--- src/hdl/tlds_pkg.sv ---
// Package for the top-level delimiter scanner: sizes, character codes,
// register indexes, shared types and small helper functions.
// No dependencies.
`timescale 1ns / 1ps
`default_nettype none

package tlds_pkg;

    // Sizes of the scanner.
    localparam int MAX_OPENER_LENGTH = 8;
    localparam int DEPTH_BITS        = 8;
    localparam int POSITION_BITS     = 16;
    localparam int OFFSET_BITS       = 16;
    localparam int BYTE_BITS         = 8;
    localparam int OPENER_BITS       = 64;
    localparam int LENGTH_BITS       = 4;
    localparam int CFG_INDEX_BITS    = 4;

    // Reset values of the configuration registers.
    localparam logic [OPENER_BITS-1:0] OPENER_BYTES_RESET  = 64'd58;
    localparam logic [LENGTH_BITS-1:0] OPENER_LENGTH_RESET = 4'd1;

    // Character codes.
    localparam logic [BYTE_BITS-1:0] CH_BACKSLASH = 8'h5C;
    localparam logic [BYTE_BITS-1:0] CH_QUOTE     = 8'h22;
    localparam logic [BYTE_BITS-1:0] CH_LPAREN    = 8'h28;
    localparam logic [BYTE_BITS-1:0] CH_RPAREN    = 8'h29;
    localparam logic [BYTE_BITS-1:0] CH_LBRACK    = 8'h5B;
    localparam logic [BYTE_BITS-1:0] CH_RBRACK    = 8'h5D;
    localparam logic [BYTE_BITS-1:0] CH_LBRACE    = 8'h7B;
    localparam logic [BYTE_BITS-1:0] CH_RBRACE    = 8'h7D;
    localparam logic [BYTE_BITS-1:0] CH_SPACE     = 8'h20;
    localparam logic [BYTE_BITS-1:0] CH_TAB       = 8'h09;
    localparam logic [BYTE_BITS-1:0] CH_CR        = 8'h0D;

    // Configuration register indexes.
    typedef enum logic [CFG_INDEX_BITS-1:0] {
        CFG_OPENER_BYTES  = 4'd0,
        CFG_OPENER_LENGTH = 4'd1
    } t_cfg_index;

    typedef logic [BYTE_BITS-1:0]     t_byte;
    typedef logic [DEPTH_BITS-1:0]    t_depth;
    typedef logic [POSITION_BITS-1:0] t_pos;
    typedef logic [OFFSET_BITS-1:0]   t_offset;

    // The most recent bytes, element 0 being the newest.
    typedef t_byte [MAX_OPENER_LENGTH-1:0] t_window;

    localparam t_depth DEPTH_MAX = {DEPTH_BITS{1'b1}};
    localparam t_pos   POS_MAX   = {POSITION_BITS{1'b1}};

    // Space, tab, LF, VT, FF or CR.
    function automatic logic is_white(input t_byte b);
        return (b == CH_SPACE) || ((b >= CH_TAB) && (b <= CH_CR));
    endfunction

    // Saturating depth increment.
    function automatic t_depth depth_inc(input t_depth d);
        return (d == DEPTH_MAX) ? d : d + t_depth'(1);
    endfunction

    // Clip a position to the width of an output offset.
    function automatic t_offset sat_offset(input t_pos v);
        logic [31:0] w;
        w = 32'(v);
        return (w > 32'h0000_FFFF) ? {OFFSET_BITS{1'b1}} : w[OFFSET_BITS-1:0];
    endfunction

endpackage

`default_nettype wire

--- src/hdl/tlds_match.sv ---
// Opener comparator: checks the window of recent bytes against the opener
// for the configured length. Depends on tlds_pkg.
`timescale 1ns / 1ps
`default_nettype none

module tlds_match
    import tlds_pkg::*;
(
    input  wire t_window                      i_window,
    input  wire logic [MAX_OPENER_LENGTH-1:0] i_history,
    input  wire logic [OPENER_BITS-1:0]       i_opener_bytes,
    input  wire logic [LENGTH_BITS-1:0]       i_opener_length,
    output logic                              o_match
);

    logic [MAX_OPENER_LENGTH-1:0] eq_len;

    // For every possible length, compare the window with the opener. The
    // first opener character lines up with the oldest byte of the candidate.
    always_comb begin
        for (int l = 0; l < MAX_OPENER_LENGTH; l++) begin
            eq_len[l] = 1'b1;
            for (int i = 0; i <= l; i++) begin
                if (i_window[l-i] != i_opener_bytes[BYTE_BITS*i +: BYTE_BITS]) begin
                    eq_len[l] = 1'b0;
                end
            end
        end
    end

    // Pick the configured length; a length of zero or beyond the window
    // selects nothing and so never matches.
    always_comb begin
        o_match = 1'b0;
        for (int l = 0; l < MAX_OPENER_LENGTH; l++) begin
            if ((i_opener_length == LENGTH_BITS'(l + 1)) && i_history[l] && eq_len[l]) begin
                o_match = 1'b1;
            end
        end
    end

endmodule

`default_nettype wire

--- src/hdl/top_level_delimiter_scanner.sv ---
// Top level of the delimiter scanner: input register, per-line scan state,
// result register and configuration registers. Depends on tlds_pkg, tlds_match.
//
//  Channel   Direction  Handshake                Payload
//  input     in         i_valid / o_stall        i_text_byte, i_line_end
//  result    out        o_valid / i_stall        o_found, o_opener_offset,
//                                                o_body_offset, o_line_too_long
//  config    in         i_cfg_valid / o_cfg_ready i_cfg_index, i_cfg_data
//
// One byte is taken every cycle unless the input stalls. A byte is registered on
// entry and scanned from the input register; when a line end moves on, the
// result of its line is loaded into the output register and offered from there.
// The only stall is a line end meeting a result that has not yet been taken.
// Reset clears the scan state and loads the default opener (a colon, length one).
// Configuration writes are always accepted.
`timescale 1ns / 1ps
`default_nettype none

module top_level_delimiter_scanner
    import tlds_pkg::*;
(
    input  wire logic                      i_clk,
    input  wire logic                      i_rst_n,
    // Byte input
    input  wire logic                      i_valid,
    output logic                           o_stall,
    input  wire logic [BYTE_BITS-1:0]      i_text_byte,
    input  wire logic                      i_line_end,
    // Result output
    output logic                           o_valid,
    input  wire logic                      i_stall,
    output logic                           o_found,
    output logic [OFFSET_BITS-1:0]         o_opener_offset,
    output logic [OFFSET_BITS-1:0]         o_body_offset,
    output logic                           o_line_too_long,
    // Configuration
    input  wire logic                      i_cfg_valid,
    output logic                           o_cfg_ready,
    input  wire logic [CFG_INDEX_BITS-1:0] i_cfg_index,
    input  wire logic [OPENER_BITS-1:0]    i_cfg_data
);

    // Configuration registers
    logic [OPENER_BITS-1:0] r_opener_bytes;
    logic [LENGTH_BITS-1:0] r_opener_length;

    // Input register
    logic  r_in_valid;
    t_byte r_byte;
    logic  r_last;

    // Per-line scan state
    t_depth                       r_paren, n_paren;
    t_depth                       r_bracket, n_bracket;
    t_depth                       r_brace, n_brace;
    logic                         r_in_string, n_in_string;
    logic                         r_escape, n_escape;
    logic                         r_nonblank, n_nonblank;
    t_pos                         r_byte_pos, n_byte_pos;
    t_window                      r_recent, n_recent;
    logic [MAX_OPENER_LENGTH-1:0] r_history, n_history;
    logic                         r_found, n_found;
    t_pos                         r_match_start, n_match_start;
    t_pos                         r_body_pos, n_body_pos;
    logic                         r_settled, n_settled;
    logic                         r_overflow, n_overflow;

    // Result register
    logic    r_out_valid;
    logic    r_out_found;
    t_offset r_out_opener;
    t_offset r_out_body;
    logic    r_out_long;

    logic                         out_free;
    logic                         advance;
    logic                         accept;
    logic                         overflow_now;
    logic                         top;
    logic                         plain;
    logic                         allowed;
    t_window                      shift_window;
    logic [MAX_OPENER_LENGTH-1:0] shift_history;
    logic                         opener_match;
    logic                         res_found;
    t_offset                      res_opener;
    t_offset                      res_body;
    logic                         res_long;

    // Handshake: the registered byte moves on unless it ends a line and the
    // result register holds a word that is stalled and not yet taken.
    assign out_free    = !r_out_valid || !i_stall;
    assign advance     = r_in_valid && (!r_last || out_free);
    assign o_stall     = r_in_valid && !advance;
    assign accept      = i_valid && !o_stall;
    assign o_cfg_ready = 1'b1;

    // Configuration registers; an unknown index is ignored.
    always_ff @(posedge i_clk) begin
        if (!i_rst_n) begin
            r_opener_bytes  <= OPENER_BYTES_RESET;
            r_opener_length <= OPENER_LENGTH_RESET;
        end else if (i_cfg_valid && o_cfg_ready) begin
            if (i_cfg_index == CFG_OPENER_BYTES) begin
                r_opener_bytes <= i_cfg_data;
            end
            if (i_cfg_index == CFG_OPENER_LENGTH) begin
                r_opener_length <= i_cfg_data[LENGTH_BITS-1:0];
            end
        end
    end

    // Input register.
    always_ff @(posedge i_clk) begin
        if (!i_rst_n) begin
            r_in_valid <= 1'b0;
        end else if (accept) begin
            r_in_valid <= 1'b1;
        end else if (advance) begin
            r_in_valid <= 1'b0;
        end
    end

    always_ff @(posedge i_clk) begin
        if (accept) begin
            r_byte <= i_text_byte;
            r_last <= i_line_end;
        end
    end

    // Window and start history with the current byte shifted in.
    always_comb begin
        top = !r_in_string && (r_paren == '0) && (r_bracket == '0) && (r_brace == '0);
        plain = (r_byte != CH_QUOTE) && (r_byte != CH_LPAREN) &&
                (r_byte != CH_LBRACK) && (r_byte != CH_LBRACE);
        allowed = top && plain && r_nonblank;
        shift_window[0]  = r_byte;
        shift_history[0] = allowed;
        for (int k = 1; k < MAX_OPENER_LENGTH; k++) begin
            shift_window[k]  = r_recent[k-1];
            shift_history[k] = r_history[k-1];
        end
    end

    tlds_match u_match (
        .i_window        (shift_window),
        .i_history       (shift_history),
        .i_opener_bytes  (r_opener_bytes),
        .i_opener_length (r_opener_length),
        .o_match         (opener_match)
    );

    // Next scan state for the registered byte.
    always_comb begin
        n_paren       = r_paren;
        n_bracket     = r_bracket;
        n_brace       = r_brace;
        n_in_string   = r_in_string;
        n_escape      = r_escape;
        n_nonblank    = r_nonblank;
        n_recent      = r_recent;
        n_history     = r_history;
        n_found       = r_found;
        n_match_start = r_match_start;
        n_body_pos    = r_body_pos;
        n_settled     = r_settled;

        overflow_now = r_overflow || (r_byte_pos == POS_MAX);
        n_overflow   = overflow_now;

        if (!r_found) begin
            // Quote and bracket tracking.
            if (r_in_string) begin
                if (r_escape) begin
                    n_escape = 1'b0;
                end else if (r_byte == CH_BACKSLASH) begin
                    n_escape = 1'b1;
                end else if (r_byte == CH_QUOTE) begin
                    n_in_string = 1'b0;
                end
            end else begin
                case (r_byte)
                    CH_QUOTE:  n_in_string = 1'b1;
                    CH_LPAREN: n_paren     = depth_inc(r_paren);
                    CH_RPAREN: n_paren     = (r_paren != '0) ? r_paren - t_depth'(1) : r_paren;
                    CH_LBRACK: n_bracket   = depth_inc(r_bracket);
                    CH_RBRACK: n_bracket   = (r_bracket != '0) ? r_bracket - t_depth'(1)
                                                                : r_bracket;
                    CH_LBRACE: n_brace     = depth_inc(r_brace);
                    CH_RBRACE: n_brace     = (r_brace != '0) ? r_brace - t_depth'(1) : r_brace;
                    default:   n_in_string = r_in_string;
                endcase
            end
            if ((r_byte != CH_SPACE) && (r_byte != CH_TAB)) begin
                n_nonblank = 1'b1;
            end
            n_recent  = shift_window;
            n_history = shift_history;

            // Record the first opener found at top level.
            if (!overflow_now && opener_match) begin
                n_found       = 1'b1;
                n_match_start = r_byte_pos - (POSITION_BITS'(r_opener_length) - t_pos'(1));
                n_body_pos    = (r_byte_pos == POS_MAX) ? POS_MAX : r_byte_pos + t_pos'(1);
                n_settled     = 1'b0;
            end
        end else if (!r_settled) begin
            // Count whitespace after the opener.
            if (is_white(r_byte)) begin
                if (r_body_pos != POS_MAX) begin
                    n_body_pos = r_body_pos + t_pos'(1);
                end
            end else begin
                n_settled = 1'b1;
            end
        end

        n_byte_pos = (r_byte_pos == POS_MAX) ? r_byte_pos : r_byte_pos + t_pos'(1);

        // Result of the line, taken before the state is cleared.
        res_found  = n_found;
        res_opener = n_found ? sat_offset(n_match_start) : '0;
        res_body   = n_found ? sat_offset(n_body_pos) : '0;
        res_long   = n_overflow;

        // A line end clears all per-line state.
        if (r_last) begin
            n_paren       = '0;
            n_bracket     = '0;
            n_brace       = '0;
            n_in_string   = 1'b0;
            n_escape      = 1'b0;
            n_nonblank    = 1'b0;
            n_byte_pos    = '0;
            n_recent      = '0;
            n_history     = '0;
            n_found       = 1'b0;
            n_match_start = '0;
            n_body_pos    = '0;
            n_settled     = 1'b0;
            n_overflow    = 1'b0;
        end
    end

    // Scan state registers.
    always_ff @(posedge i_clk) begin
        if (!i_rst_n) begin
            r_paren       <= '0;
            r_bracket     <= '0;
            r_brace       <= '0;
            r_in_string   <= 1'b0;
            r_escape      <= 1'b0;
            r_nonblank    <= 1'b0;
            r_byte_pos    <= '0;
            r_recent      <= '0;
            r_history     <= '0;
            r_found       <= 1'b0;
            r_match_start <= '0;
            r_body_pos    <= '0;
            r_settled     <= 1'b0;
            r_overflow    <= 1'b0;
        end else if (advance) begin
            r_paren       <= n_paren;
            r_bracket     <= n_bracket;
            r_brace       <= n_brace;
            r_in_string   <= n_in_string;
            r_escape      <= n_escape;
            r_nonblank    <= n_nonblank;
            r_byte_pos    <= n_byte_pos;
            r_recent      <= n_recent;
            r_history     <= n_history;
            r_found       <= n_found;
            r_match_start <= n_match_start;
            r_body_pos    <= n_body_pos;
            r_settled     <= n_settled;
            r_overflow    <= n_overflow;
        end
    end

    // Result register: loaded at a line end, emptied when the word is taken.
    always_ff @(posedge i_clk) begin
        if (!i_rst_n) begin
            r_out_valid <= 1'b0;
        end else if (advance && r_last) begin
            r_out_valid <= 1'b1;
        end else if (!i_stall) begin
            r_out_valid <= 1'b0;
        end
    end

    always_ff @(posedge i_clk) begin
        if (advance && r_last) begin
            r_out_found  <= res_found;
            r_out_opener <= res_opener;
            r_out_body   <= res_body;
            r_out_long   <= res_long;
        end
    end

    assign o_valid         = r_out_valid;
    assign o_found         = r_out_found;
    assign o_opener_offset = r_out_opener;
    assign o_body_offset   = r_out_body;
    assign o_line_too_long = r_out_long;

endmodule

`default_nettype wire
--- config.mk ---
export PLATFORM = sky130hd
export DESIGN_NAME = top_level_delimiter_scanner
export DESIGN_NICKNAME = d
export VERILOG_FILES = /design/src/hdl/tlds_pkg.sv /design/src/hdl/tlds_match.sv /design/src/hdl/top_level_delimiter_scanner.sv
export SDC_FILE = /design/constraint.sdc
export NUM_CORES = 1
export LEC_CHECK = 0
export CAP_MARGIN = 20
export CORE_UTILIZATION = 30
export CTS_BUF_LIST = sky130_fd_sc_hd__clkbuf_16
export DETAILED_ROUTE_END_ITERATION = 16
export DONT_BUFFER_PORTS = 1
export HOLD_SLACK_MARGIN = 0.03
export PLACE_DENSITY = 0.45
export SYNTH_ARGS = -nofsm -noshare
export SYNTH_HDL_FRONTEND = slang
export SYNTH_SLANG_ARGS = --single-unit
--- constraint.sdc ---
create_clock -name i_clk -period 3.5 [get_ports i_clk]
set_input_delay 0.875 -clock i_clk [delete_from_list [all_inputs] [get_ports i_clk]]
set_output_delay 0.875 -clock i_clk [all_outputs]
set_load 0.02 [all_outputs]
After elaboration in Yosys (flattened, before gate mapping)
Cells that the tools add are included.
{"block": "totals", "regBits": 254, "wordCells": 289}
{"block": "classes", "order_cmp": 2, "n_reduce_logical": 66, "mux": 106, "n_addsub": 10, "eq_ne": 75}
{"op": "$ne 8x8->1", "count": 36}
{"op": "$mux 16", "count": 12}
{"op": "$mux 8", "count": 15}
{"op": "$mux 56", "count": 2}
{"op": "$mux 1", "count": 72}
{"op": "$pmux 8 s2", "count": 3}
{"op": "$eq 8x7->1 const B", "count": 5}
{"op": "$add 16x1->16 const B", "count": 2}
{"op": "$eq 8x6->1 const B", "count": 4}
{"op": "$logic_and 1x1->1", "count": 31}
{"op": "$add 8x1->8 const B", "count": 3}
{"op": "$eq 8x8->1 const B", "count": 3}
{"op": "$logic_not 8->1", "count": 3}
{"op": "$ne 8x6->1 const B", "count": 3}
{"op": "$reduce_bool 8->1", "count": 3}
{"op": "$sub 8x1->8 const B", "count": 3}
{"op": "$ne 3x3->1 const B", "count": 6}
{"op": "$reduce_and 6->1", "count": 3}
{"op": "$eq 16x16->1 const B", "count": 1}
{"op": "$eq 4x3->1 const B", "count": 4}
{"op": "$ne 16x16->1 const B", "count": 1}
{"op": "$ne 8x7->1 const B", "count": 2}
{"op": "$sub 16x16->16", "count": 1}
{"op": "$mux 7", "count": 2}
{"op": "16 further kinds", "count": 39}

Longest topological paths before layout
Gate-level depths: netlist of run 1.
{"block": "logic_depth", "word_depth": 20, "ltp_mapped": 16, "mapped_depth_nobuf": 15}

Cells and area by module
A second synthesis of run 1 with hierarchy kept.
{"block": "unflattened", "hier_cells": 1904, "area_unflattened_um2": 16261.8}
{"module": "top_level_delimiter_scanner", "cells_each": 1398, "n_inst": 1, "area_per_inst_um2": 12560.8, "seq_area_each_um2": 5515.3}
{"module": "tlds_match", "cells_each": 506, "n_inst": 1, "area_per_inst_um2": 3701.0, "seq_area_each_um2": 0.0}

Worst setup path after synthesis of run 1
OpenSTA, ideal clock, no wires.
{"block": "synth_path", "path_kind": "register to register", "startpoint": "register r_byte[3]", "endpoint": "register r_brace[7]", "path_stages_with_launch": 16, "period_less_slack_ns": 3.821, "setup_time_ns": 0.115, "arrival_time_ns": 3.705, "path_buffers": 2, "setup_slack_ns": -0.321, "required_time_ns": 3.385, "path_cell_list": "edfxtp_1 clkbuf_1 clkbuf_1 nor2b_1 nand3_1 nor3_1 ha_1 a21o_1 a21oi_1 nor2b_1 o21a_1 o41a_1 xnor2_1 a21o_1 a21oi_1 nor2b_1"}
{"block": "synth_via", "elab_chain_cells": 5, "elab_cells_between_ends": 10, "cone_classes": "eq/ne (4); mux (4); reduce/logical (2)"}
{"element": "start, declared", "line_no": "top_level_delimiter_scanner.sv:49", "source": "t_byte r_byte;"}
{"element": "start signal, assigned", "line_no": "top_level_delimiter_scanner.sv:126", "source": "r_byte <= i_text_byte;"}
{"element": "$eq 8x7->1", "line_no": "top_level_delimiter_scanner.sv:182", "source": "case (r_byte)"}
{"element": "$pmux 8 s2", "line_no": "top_level_delimiter_scanner.sv:182"}
{"element": "$mux 8", "line_no": "top_level_delimiter_scanner.sv:173", "source": "if (r_in_string) begin"}
{"element": "$mux 8", "line_no": "top_level_delimiter_scanner.sv:171", "source": "if (!r_found) begin"}
{"element": "$mux 8", "line_no": "top_level_delimiter_scanner.sv:227", "source": "if (r_last) begin"}
{"element": "end signal, assigned", "line_no": "top_level_delimiter_scanner.sv:265", "source": "r_brace <= n_brace;"}
{"element": "end, declared", "line_no": "top_level_delimiter_scanner.sv:55", "source": "t_depth r_brace, n_brace;"}
Several ways; a longest one is shown, not always the timed one. The select of a mux whose other input is x is not followed.
A chain may end at the register's enable or synchronous reset.

Worst setup path after layout of run 1
{"block": "layout_path", "startpoint": "register r_opener_bytes[8]", "endpoint": "register r_match_start[15]"}
{"block": "layout_via", "elab_chain_cells": 14, "elab_cells_between_ends": 53, "cone_classes": "eq/ne (7); mux (38); reduce/logical (8)"}
{"element": "start, declared", "line_no": "top_level_delimiter_scanner.sv:44", "source": "logic [OPENER_BITS-1:0] r_opener_bytes;"}
{"element": "start signal, assigned", "line_no": "top_level_delimiter_scanner.sv:105", "source": "r_opener_bytes <= i_cfg_data;"}
{"element": "$ne 8x8->1", "line_no": "tlds_match.sv:24", "source": "if (i_window[l-i] != i_opener_bytes[BYTE_BITS*i +: BYTE_BITS]) begin"}
{"element": "$mux 1", "line_no": "tlds_match.sv:24"}
{"element": "$logic_and 1x1->1 or $mux 1 (tied branches)", "line_no": "tlds_match.sv:36, tlds_match.sv:24"}
{"element": "$mux 1 (tied with other cells) (5 in series)", "line_no": "tlds_match.sv:36", "source": "if ((i_opener_length == LENGTH_BITS'(l + 1)) && i_history[l] && eq_len[l]) begin"}
{"element": "$mux 1 or $logic_and 1x1->1 (tied branches)", "line_no": "tlds_match.sv:36"}
{"element": "$mux 1 *", "line_no": "tlds_match.sv:36"}
{"element": "$logic_and 1x1->1 *", "line_no": "top_level_delimiter_scanner.sv:201", "source": "if (!overflow_now && opener_match) begin"}
{"element": "$mux 16 *", "line_no": "top_level_delimiter_scanner.sv:201"}
{"element": "$mux 16 *", "line_no": "top_level_delimiter_scanner.sv:171"}
{"element": "$mux 16 *", "line_no": "top_level_delimiter_scanner.sv:227"}
{"element": "end signal, assigned", "line_no": "top_level_delimiter_scanner.sv:273", "source": "r_match_start <= n_match_start;"}
{"element": "end, declared", "line_no": "top_level_delimiter_scanner.sv:63", "source": "t_pos r_match_start, n_match_start;"}
Mark *: on every way between the ends. The rest lies on a longest branch, timed or not.

==> impl_metrics.tcl, run 1 <==
set metrics [dict create \
    synth.ff_latch_count 254 \
    leakage_nw 7.72 \
    irDropWorstVdd_v 0.000268 \
    synth-main-ff-cell "dfxtp_1" \
    path_max_fanout 16 \
    clock_insertion_delay_worst_skew_ns 0.56 \
    final.hold.worst_slack_ns 0.418 \
    crit_path_max_incr_delay_ns 0.74 \
    synth.net_count 2102 \
    vias_per_cell 5.51 \
    critPathRequiredTime_ns 3.95 \
    postRouteWirelength_um 66400 \
    place_inst 2663 \
    route.vias.total 15000 \
    floorplan.die_area_sq_um 55900 \
    timing.fmax_mhz 292 \
    numCtsBuffers 34 \
    max-slew-margin-rel 0.347 \
    synth.largest_area_cell "dfxtp_1" \
    setup_repair_after_global_routing_missed_its_margin "no" \
    synth.distinct_cells 73 \
    power.density_cell_area_nw_per_um2 368 \
    timing.hold.worst.class "input pin to flop" \
    timing.critical_path.cells "xor2_1 > nor4_1 > nand4_1 > nor4_2 > buf_4 > a211oi_1 > a311oi_4 > nor2_2 > or2_1 > buf_12 > a22o_1" \
    port_buffers 0 \
    setup.worst_path.start_class "flop" \
    floorplan.core_area_sq_um 54000 \
    post-route-min-period_ns 3.43 \
    finClkSkew_ns 0.0190 \
    core.rowCount 85 \
    finalSetupViolations 0 \
    postRouteAntennaNets 0 \
    wl_per_cell_um 24.3 \
    track_usage 0.235 \
    fillerInstances 5662 \
    total_congestion_overflow 0 \
    postPlaceCellArea_sq_um 18100 \
    drtPass1Iterations 5 \
    timing_worst_slew_pin_value_ns 0.976 \
    cts_setup_buffers 0 \
    synthesis.instances 1976 \
    clkSlewWorstSetupHoldPaths_ns 0.06 \
    place.detailed.hpwl_um 49600 \
    finalNetCount 2129 \
    design_area_sq_um 19200 \
    period_share 0.979 \
    share_of_final_layout_standard_cells_stronger_than_drive_strength_1 0.113 \
    outcome "complete, no violations" \
    finalWorstSetupSlack_ns 0.0721 \
    grt_first_pass_wirelength_um 98400 \
    detailedPlace.worstSlack_ns -0.120 \
    worst_ep_arrival_time_ns 3.88 \
    critPathCaptureType "flop" \
    criticalPathCategory "flop to flop" \
    clk_root_buffer_cell "clkbuf_16" \
    grt_pass1_vias 14400 \
    post-synth-top-count-cell "nand2_1" \
    cap_viol_max_count 0 \
    drc 0 \
    seq_area_frac_synth 0.335 \
    totalNegativeSetupSlack_ns 0 \
    slew_violations 0 \
    synth.avg_cell_area_sq_um 8.34 \
    pin_count 119 \
    drt_first_iter_violations 1333 \
    finalPower_mw 7.07 \
    crit_path_top_delay_cell "dfxtp_1" \
    gp_routability_congestion 1.00 \
    synthTopCellsByCount "nand2_1, dfxtp_1, xor2_1" \
    async_reset_ff_frac 0 \
    grt_start_max_net_pins 180 \
    holdBufCountCts 0 \
    chipHeight_um 236 \
    fin_cells 2726 \
    yosys_warnings 0 \
    clockBufferDepth 3 \
    final_core_util 0.356 \
    netlist_area_sq_um 16500 \
    synth_top_area_frac 0.256 \
    area_delta_synth_final_pct 16.8 \
    synth.area.top_cells "dfxtp_1, xor2_1, edfxtp_1, xnor2_1, nor2b_1" \
    hold_violation_count_in_the_final_report 0 \
    cts.sinks 254 \
    synth_edf_count 43 \
    initial_util 0.305 \
    cts_tree "built" \
    htree_num_levels 2 \
    floorplan.die.width_um 236 \
    grt_antenna_before_repair 2 \
]
==> final timing paths <==
| path | from | end | slack (ns) | cells after the start |
|---|---|---|---|---|
| worst max register to register | r_opener_bytes[8] | r_match_start[15] | 0.07 | 11 |
| worst max-delay path | r_opener_bytes[8] | r_match_start[15] | 0.07 | 11 |
| worst min register to register | r_match_start[11] | r_match_start[11] | 0.46 | 1 |
| worst min-delay path | i_text_byte[4] | r_byte[4] | 0.42 | 0 |
==> critical path: cells and delay by family, from the launching register on <==
family / cells / cell delay, ns
flip-flops: 1 / 0.74
buffers and inverters: 2 / 0.35
XOR/XNOR: 1 / 0.15
AND/OR/NAND/NOR: 5 / 1.44
AO/OA/AOI/OAI: 3 / 0.65
==> where the power goes <==
part	internal (mW)	switching, mW	total [mW]
logic	0.230	0.358	0.588
clock network	2.00	1.43	3.43
registers	3.00	0.0543	3.05
total	5.23	1.84	7.07
==> cell type report <==
cell class	count	area, sq um	share of cell area
antenna	2	5.00	0.000260
inverter	28	105	0.00546
multi-input combinational	1529	10300	0.536
timing repair buffer	156	1360	0.0706
clock buffer	34	851	0.0442
tap	696	871	0.0453
sequential	254	5520	0.287
clock inverter	27	223	0.0116
==> layout by cell type (no fill, tap or decap), types with 10 or more instances in the layout <==
| cell type | count |
|---|---|
| dfxtp_1 | 209 |
| a21boi_0 | 63 |
| inv_1 | 36 |
| nand3_1 | 55 |
| nand3b_1 | 11 |
| mux2i_1 | 10 |
| o31ai_1 | 11 |
| nand4_1 | 59 |
| and3_1 | 13 |
| nand2_1 | 228 |
| edfxtp_1 | 43 |
| nor2b_1 | 143 |
| xor2_1 | 198 |
| buf_4 | 141 |
| a31oi_1 | 13 |
| ha_1 | 40 |
| xnor2_1 | 128 |
| nor4_1 | 94 |
| nor2_1 | 91 |
| a21o_1 | 20 |
| buf_12 | 15 |
| clkbuf_16 | 34 |
| a22oi_1 | 79 |
| o21ai_0 | 39 |
| a22o_1 | 17 |
| nor3_1 | 32 |
| nand4b_1 | 13 |
| and2_1 | 13 |
| a21oi_1 | 44 |
==> what timing repair did <==
action / CTS / global route
gates resized for setup: 1 / 9
pin swaps: 0 / 0
setup endpoints to repair: 20 / 19
==> metal layers <==
metal | share of wire | global-route usage | vias up
met2 | 0.41 | 0.339 | 574
met1 | 0.49 | 0.349 | 7322
met5 | 0.000045 | 0 | -
met4 | 0.025 | 0.0701 | 2
met3 | 0.073 | 0.0431 | 105
li1 | - | - | 7011
==> cells by family after synthesis <==
| logic type | Yosys count | share of synthesized area |
|---|---|---|
| xor gates and xnor gates | 327 | 0.174 |
| AOI/OAI and AO/OA | 341 | 0.146 |
| DFF | 254 | 0.335 |
| muxes | 10 | 0.00608 |
| buffers and inverters | 193 | 0.0460 |
| and+or+nand+nor | 806 | 0.258 |
| adders and majority gates | 44 | 0.0352 |
| other | 1 | 0.000228 |
==> flip-flops by register name (all words and copies together), names as in the netlist, 16 cells and up <==
register	cells
o_body_offset	16
o_opener_offset	16
r_body_pos	16
r_byte_pos	16
r_match_start	16
r_opener_bytes	64
r_recent	56
Power figures use the tool's default switching activity.
==> run 2: changes to the inputs <==
- MAX_ROUTING_LAYER: default -> met4
==> run 2 against run 1 <==
Compared with the run above:
- sequential cell count unchanged
- sequential power about the same
- first-iteration DRC count down 3.8%
- core utilization rose by 0.20 points
- die area unchanged
- largest cell class unchanged
- count of clock-buffer cells in the layout stayed put
- via count is 0.29% higher
- clock skew up 0.011 ns
- setup slack improved by 0.081 ns
- final cell count is 0.51% higher
==> impl_metrics.tcl, run 2 (synthesis results as in run 1) <==
set metrics [dict create \
    outcome "complete, no violations" \
    setup_repair_after_global_routing_missed_its_margin "no" \
    postPlaceCellArea_sq_um 18200 \
    numCtsBuffers 34 \
    worst-path-buf-inv 2 \
    hold_violation_count_in_the_final_report 0 \
    combinationalPowerShare 0.085 \
    largest_reg_flops 64 \
    initial_util 0.305 \
    place_inst 2676 \
    timing.fmax_mhz 299 \
    drt_first_iter_violations 1282 \
    track_usage 0.247 \
    reg.largest.list "r_opener_bytes x64, r_recent x56" \
    port_buffers 0 \
    clock_power_share 0.478 \
    design_area_sq_um 19300 \
    wl_per_cell_um 24.7 \
    floorplan.die_area_sq_um 55900 \
    power_report.internal_total_mw 5.10 \
    cap_viol_max_count 0 \
    totalNegativeSetupSlack_ns 0 \
    slew_violations 0 \
    crit_path_max_incr_delay_ns 0.53 \
    cts.sinks 254 \
    period_share 0.956 \
    max-slew-margin-rel 0.334 \
    route.vias.total 15100 \
    clock_insertion_delay_worst_skew_ns 0.57 \
    power_frac_seq 0.437 \
    route.met2.wl_um 27600 \
    finalSetupViolations 0 \
    clockBufferDepth 3 \
    place.detailed.hpwl_um 50800 \
    post-route-min-period_ns 3.35 \
    floorplan.core_area_sq_um 54000 \
    netSwitchingFraction 0.269 \
    share_of_final_layout_standard_cells_stronger_than_drive_strength_1 0.123 \
    leakage_nw 7.79 \
    final_common_cell "nand2_1" \
    finClkSkew_ns 0.0304 \
    layout_common_cells "nand2_1, dfxtp_1, xor2_1" \
    met3_length_um 4620 \
    critPathCaptureType "flop" \
    grt_pass1_vias 14400 \
    htree_num_levels 2 \
    highest_metal_layer_with_signal_wires "met4" \
    critPathRequiredTime_ns 3.96 \
    postRouteWirelength_um 67700 \
    register_name_with_the_most_flops "r_opener_bytes" \
    drtPass1Iterations 6 \
    timing_worst_slew_pin_value_ns 0.996 \
    fin_cells 2740 \
    total_congestion_overflow 0 \
    timing.critical_path.max_delay_family "simple AND/OR/NAND/NOR gates" \
    clkSlewWorstSetupHoldPaths_ns 0.06 \
    timing.hold.worst.class "input pin to flop" \
    crit_path_top_delay_cell "or4_1" \
    area_delta_synth_final_pct 17.4 \
    chipHeight_um 236 \
    multi_input_comb_area_sq_um 10300 \
    floorplan.die.width_um 236 \
    routedLengthMet1_um 33400 \
    pin_count 119 \
    cts_tree "built" \
    power.density_cell_area_nw_per_um2 361 \
    clk_root_buffer_cell "clkbuf_16" \
    drc 0 \
    setup.worst_path.start_class "flop" \
    fillerInstances 5648 \
    gp_routability_congestion 0.999 \
    finalNetCount 2142 \
    grt_first_pass_wirelength_um 99200 \
    worst_ep_arrival_time_ns 3.81 \
    core.rowCount 85 \
    finalPower_mw 6.98 \
    criticalPathCategory "flop to flop" \
    vias_per_cell 5.50 \
    path_max_fanout 16 \
    register_area_sq_um 5520 \
    grt_antenna_before_repair 2 \
    netSwitchingPower_mw 1.88 \
    postRouteAntennaNets 0 \
    grt_start_max_net_pins 180 \
    irDropWorstVdd_v 0.000260 \
    timing.critical_path.cells "buf_4 > xnor2_2 > nand4_1 > or4_1 > nor4_1 > a211oi_1 > a311oi_4 > nor2_2 > or2_1 > buf_12 > a22o_1" \
]
run 2: layout make-up:
type / count / share of cell area
Antenna cell: 2 / 0.000259
Sequential cell: 254 / 0.285
Clock inverter: 28 / 0.0101
Clock buffer: 34 / 0.0440
Inverter: 28 / 0.00543
Tap cell: 696 / 0.0450
Timing Repair Buffer: 169 / 0.0759
Multi-Input combinational cell: 1529 / 0.534
run 2: what timing repair did:
| item | in CTS | in global routing |
|---|---|---|
| hold buffers | 0 | 0 |
| setup endpoints to repair | 15 | 38 |
| resized for setup | 1 | 16 |
| endpoints found under the hold margin | 0 | 0 |
| pin swaps | 0 | 1 |
| setup buffers | 0 | 0 |
run 2: power by group through the flow:
stage               Combinational, mW  Sequential (mW)  Clock, mW
global route                    0.638             3.05       3.57
CTS                             0.585             3.05       3.45
finish                          0.596             3.05       3.33
global placement                0.590             3.11          0
detailed placement              0.583             3.11          0
floorplan                       0.408             3.09          0
run 2: layer usage:
metal / GRT usage / vias up
li1: - / 7037
met1: 0.353 / 7337
met2: 0.346 / 573
met3: 0.0483 / 111
met4: 0.0720 / 0
met5: - / -
run 2: path summary, 6_finish.rpt:
| check | from | endpoint | slack [ns] | cells after the start |
|---|---|---|---|---|
| worst min-delay path | i_text_byte[0] | r_byte[0] | 0.41 | 0 |
| worst max-delay path | r_byte[4] | r_match_start[4] | 0.15 | 11 |
| worst min register to register | r_match_start[12] | r_match_start[12] | 0.46 | 1 |
| worst max register to register | r_byte[4] | r_match_start[4] | 0.15 | 11 |
run 2: per-stage QoR:
step / hold WS, ns / setup WS (ns) / utilization
6_report: 0.409 / 0.153 / 0.358
5_1_grt: 0.381 / 0.0252 / 0.358
4_1_cts: 0.386 / 0.0305 / 0.356
3_5_place_dp: 0.449 / -0.0967 / 0.337
3_3_place_gp: 0.445 / -0.111 / 0.337
2_1_floorplan: 0.432 / -0.0675 / -
